<file path="config.mk">
export PLATFORM = sky130hd
export DESIGN_NAME = mwf_ctrl
export DESIGN_NICKNAME = d
export VERILOG_FILES = /design/src/rtl/mwf_pkg.sv /design/src/rtl/mwf_ctrl.sv
export SDC_FILE = /design/constraint.sdc
export NUM_CORES = 1
export LEC_CHECK = 0
export ABC_AREA = 1
export BUFFER_PORTS_ARGS = -buffer_cell sky130_fd_sc_hd__buf_2
export CELL_PAD_IN_SITES_DETAIL_PLACEMENT = 1
export CELL_PAD_IN_SITES_GLOBAL_PLACEMENT = 2
export CORE_AREA = 2 2 39 41
export DETAILED_ROUTE_END_ITERATION = 10
export DIE_AREA = 0 0 41 43
export PLACE_DENSITY_LB_ADDON = 0.1
export SYNTH_ARGS = -nofsm -noshare
export SYNTH_HDL_FRONTEND = slang
export SYNTH_SLANG_ARGS = --single-unit
export TNS_END_PERCENT = 10
</file>
<file path="constraint.sdc">
create_clock -name clk -period 1.95 [get_ports clk]
set_clock_uncertainty 0.2 [all_clocks]
set_input_delay 0 -clock clk [delete_from_list [all_inputs] [get_ports clk]]
set_output_delay 0 -clock clk [all_outputs]
set_load 0.01 [all_outputs]
</file>
<file path="src/rtl/mwf_pkg.sv">
package mwf_pkg;

	localparam int MAX_COLS   = 1024;
	localparam int MAX_RADIUS = 3;
	localparam int MAX_ROWS   = 4096;

	// widths of the register fields as written on the configuration port
	localparam int CFG_RADIUS_W = 2;
	localparam int CFG_COLS_W   = 11;
	localparam int CFG_ROWS_W   = 13;
	localparam int CFG_DATA_W   = 13;
	localparam int CFG_INDEX_W  = 2;

	localparam int RAD_W  = $clog2(MAX_RADIUS + 1);
	localparam int COL_W  = $clog2(MAX_COLS);
	localparam int COLS_W = $clog2(MAX_COLS + 1);
	localparam int ROW_W  = $clog2(MAX_ROWS);
	localparam int ROWS_W = $clog2(MAX_ROWS + 1);
	localparam int LIN_W  = COLS_W + ROWS_W;

	// one line buffer row per window row plus the row being filled ahead of it,
	// rows addressed by row number modulo SLOTS
	localparam int SLOTS     = 2 * MAX_RADIUS + 2;
	localparam int SLOT_W    = $clog2(SLOTS);
	localparam int ADDR_W    = SLOT_W + COL_W;
	localparam int MEM_DEPTH = SLOTS << COL_W;

	localparam int RST_RADIUS = 1;
	localparam int RST_COLS   = (512 <= MAX_COLS) ? 512 : MAX_COLS;
	localparam int RST_ROWS   = (512 <= MAX_ROWS) ? 512 : MAX_ROWS;

	typedef enum logic [CFG_INDEX_W-1:0] {
		REG_RADIUS = 2'd0,
		REG_COLS   = 2'd1,
		REG_ROWS   = 2'd2
	} mwf_reg_t;

	typedef struct packed {
		logic accept;
		logic decide;
		logic step;
		logic finish;
	} mwf_cmd_t;

	typedef struct packed {
		logic settling;
		logic due;
		logic scan_last;
		logic out_free;
	} mwf_stat_t;

endpackage

</file>
<file path="src/rtl/mwf_ctrl.sv">
module mwf_ctrl (
	input  logic              clk,
	input  logic              arst_n,
	input  logic              in_valid,
	output logic              in_ready,
	input  mwf_pkg::mwf_stat_t stat,
	output mwf_pkg::mwf_cmd_t  cmd
);
	import mwf_pkg::*;

	typedef enum logic [2:0] {
		ST_IDLE,
		ST_DECIDE,
		ST_SCAN,
		ST_DRAIN,
		ST_RESULT
	} state_t;

	state_t state_q;

	assign in_ready = (state_q == ST_IDLE) && !stat.settling;

	always_comb begin
		cmd.accept = in_valid && in_ready;
		cmd.decide = (state_q == ST_DECIDE);
		cmd.step   = (state_q == ST_SCAN);
		cmd.finish = (state_q == ST_RESULT) && stat.out_free;
	end

	always_ff @(posedge clk or negedge arst_n) begin
		if (!arst_n) begin
			state_q <= ST_IDLE;
		end else begin
			case (state_q)
				ST_IDLE: begin
					if (cmd.accept) state_q <= ST_DECIDE;
				end
				ST_DECIDE: begin
					state_q <= stat.due ? ST_SCAN : ST_IDLE;
				end
				ST_SCAN: begin
					if (stat.scan_last) state_q <= ST_DRAIN;
				end
				// last read beat still in flight
				ST_DRAIN: begin
					state_q <= ST_RESULT;
				end
				ST_RESULT: begin
					if (stat.out_free) state_q <= ST_IDLE;
				end
				default: begin
					state_q <= ST_IDLE;
				end
			endcase
		end
	end

endmodule

</file>
==> out/results.ini <==
[run_status]
status = complete, no violations

[drt]
ant_nets = 0
wire_per_inst_um = 10.4
dr.max_layer_used = met4
routed_via_density = 4.00
routed-wl-met3_um = 45
wirelength_um = 675
wl_met1_um = 292
drcViolationCount = 0
num_vias = 260
drt-pass1-iter-count = 3
dr_wl_met2_um = 320
drt_iter0_drc = 7

[cells_and_area]
final_common_cell = buf_2
nNetsFinal = 57
largest_register_ffs = 3
final_cell_mix = buf_2, inv_1, dlygate4sd3_1
reg_top3 = state_q: 3 flops
nFillCells = 177
antenna_cells = 0
syn2layout_area_growth_pct = 86.2
largest_register = state_q
layout-drive-gt1-share = 0.367

[global_route]
grt_pass1_vias = 277
grt_max_degree = 8
antenna_found_initial = 0
grt_pass1_wl_um = 1090
grt_use_total = 0.0986
grt-ovfl-total = 0

[placed_design]
place_worst_setup_slack_ps = 640
place_hpwl_um = 505
numPortBuffers = 11
routabilityCongestion = 0.679

[floorplanning]
design.die.area_um2 = 1760
rows = 14
die_h_um = 43
initial_core_util = 0.144
core_area_um2 = 1380
dieWidth_um = 41
io_pins = 12

[logic_synthesis]
synth_top_area_cell = dfrtp_1
synth_top_family_by_area = simple AND/OR/NAND/NOR gates
synth_fa_ha_area_frac = 0
synth_top_area_frac = 0.377
ys_seq_area_frac = 0.377
synth_cells = 27
syn-num-nets = 34
synth_warnings = 0
muxShareOfSynthArea = 0
synthSimpleGateAreaFrac = 0.371
synthXorXnorAreaFrac = 0
avgSynthCellArea_um2 = 7.37
synth_area_um2 = 199
ys_ff_latch = 3
synth_cell_types = 13
synthTopCellsByArea = dfrtp_1, inv_1, nor2_2
synth_compound_area_frac = 0.101

[hold_path]
hold_path_class = input pin to primary output

[timing]
setup_ws_ps = 238
hold_violations = 0
rsz0062_at_grt = no
slew_headroom = 0.816
finalSetupViolCount = 0
fmax_ghz = 0.584
finalCriticalPeriod_ps = 1710
fin_tns_setup_ps = 0
drv_slew = 0
worst_pin_slew_ps = 274
period_share = 0.878

[worst_setup_path]
path_class = register to register
cp_max_fo = 7
crit_required_ps = 1870
start_kind = register
r2r_slack_ps = 240
cp-end-kind = register
arrival_ps = 1640

[clock_tree]
cts_tree = built
postCtsSetupBuffers = 0
cts_root_buf = clkbuf_4
cts.sinks = 3
cts_inserted_buffers = 3
clk_latency_ps = 240
htreeDepth = 1
clockBufferDepth = 2
path_clk_slew_ps = 40

[power]
vdd_ir_drop_max_v = 0.000258
powerDensity_nw_per_um2 = 1270
leakagePower_nw = 0.196

[job]
cap_violations = 0

-- layout make-up --
cell class              count  area (µm²)  area share
clock buffers               4        26.3      0.0709
well taps                  16        20.0      0.0541
inverters                   8        30.0      0.0811
flip-flops and latches      3        75.1       0.203
repair buffers             18         125       0.338
multi-input cells          16        93.8       0.253
-- report_power, final --
part           switching, W  total, W  internal, W
Combinational      0.000124  0.000222    0.0000986
Sequential        0.0000476  0.000136    0.0000887
Clock             0.0000348  0.000112    0.0000769
Total              0.000206  0.000470     0.000264
-- through the flow --
step | utilization | power (W) | instance area [µm²] | hold WS (ps) | cells
CTS | 0.268 | 0.000477 | 370 | 157 | 65
global placement | 0.198 | 0.000345 | 274 | -407 | 54
detailed placement | 0.198 | 0.000336 | 274 | -400 | 54
global route | 0.268 | 0.000521 | 370 | 169 | 65
floorplan | - | 0.000260 | 199 | -496 | 27
finish | 0.268 | 0.000470 | 370 | 156 | 65
-- cells in the mapped netlist (all sizes together) --
| master | count |
|---|---|
| o31ai | 1 |
| nand3 | 2 |
| nor4 | 2 |
| o211ai | 1 |
| dfrtp | 3 |
| nor3 | 2 |
| nand2 | 3 |
| nor2 | 4 |
| inv | 8 |
| o21ai | 1 |
-- metal layers --
| metal | vias to the layer above | GRT usage |
|---|---|---|
| met4 | 0 | 0.0600 |
| met3 | 3 | 0.0524 |
| met5 | - | 0 |
| li1 | 130 | - |
| met2 | 12 | 0.147 |
| met1 | 115 | 0.104 |
-- worst max-delay path, stage by stage (launching register included) --
cell and delay, ps:
dfrtp_1 460, nor2_2 170, o211ai_1 90, dlygate4sd3_1 560, nand2_1 80, nor2_2 30
-- final timing paths --
| path | start | to | cells after the start |
|---|---|---|---|
| setup / recovery | state_q[1]$_DFFE_PN0P_ | state_q[0]$_DFFE_PN0P_ | 5 |
| hold / removal | in_valid | cmd[3] | 4 |
| setup reg to reg | state_q[1]$_DFFE_PN0P_ | state_q[0]$_DFFE_PN0P_ | 5 |
| hold reg to reg | state_q[2]$_DFFE_PN0P_ | state_q[2]$_DFFE_PN0P_ | 1 |
| max in group asynchronous | arst_n | state_q[1]$_DFFE_PN0P_ | 3 |
| min in group asynchronous | arst_n | state_q[0]$_DFFE_PN0P_ | 3 |
-- repair_timing --
item                                   CTS  global route
endpoints found under the hold margin    6             0
hold buffers                             7             0
resized for setup                        0             0
-- cell families after synthesis --
kind of cell           count (synthesis)
DFF                                    3
and+or+nand+nor                       13
AOI/OAI and AO/OA                      3
buffers and inverters                  8
Note: power is estimated with default switching activity, not from simulation.
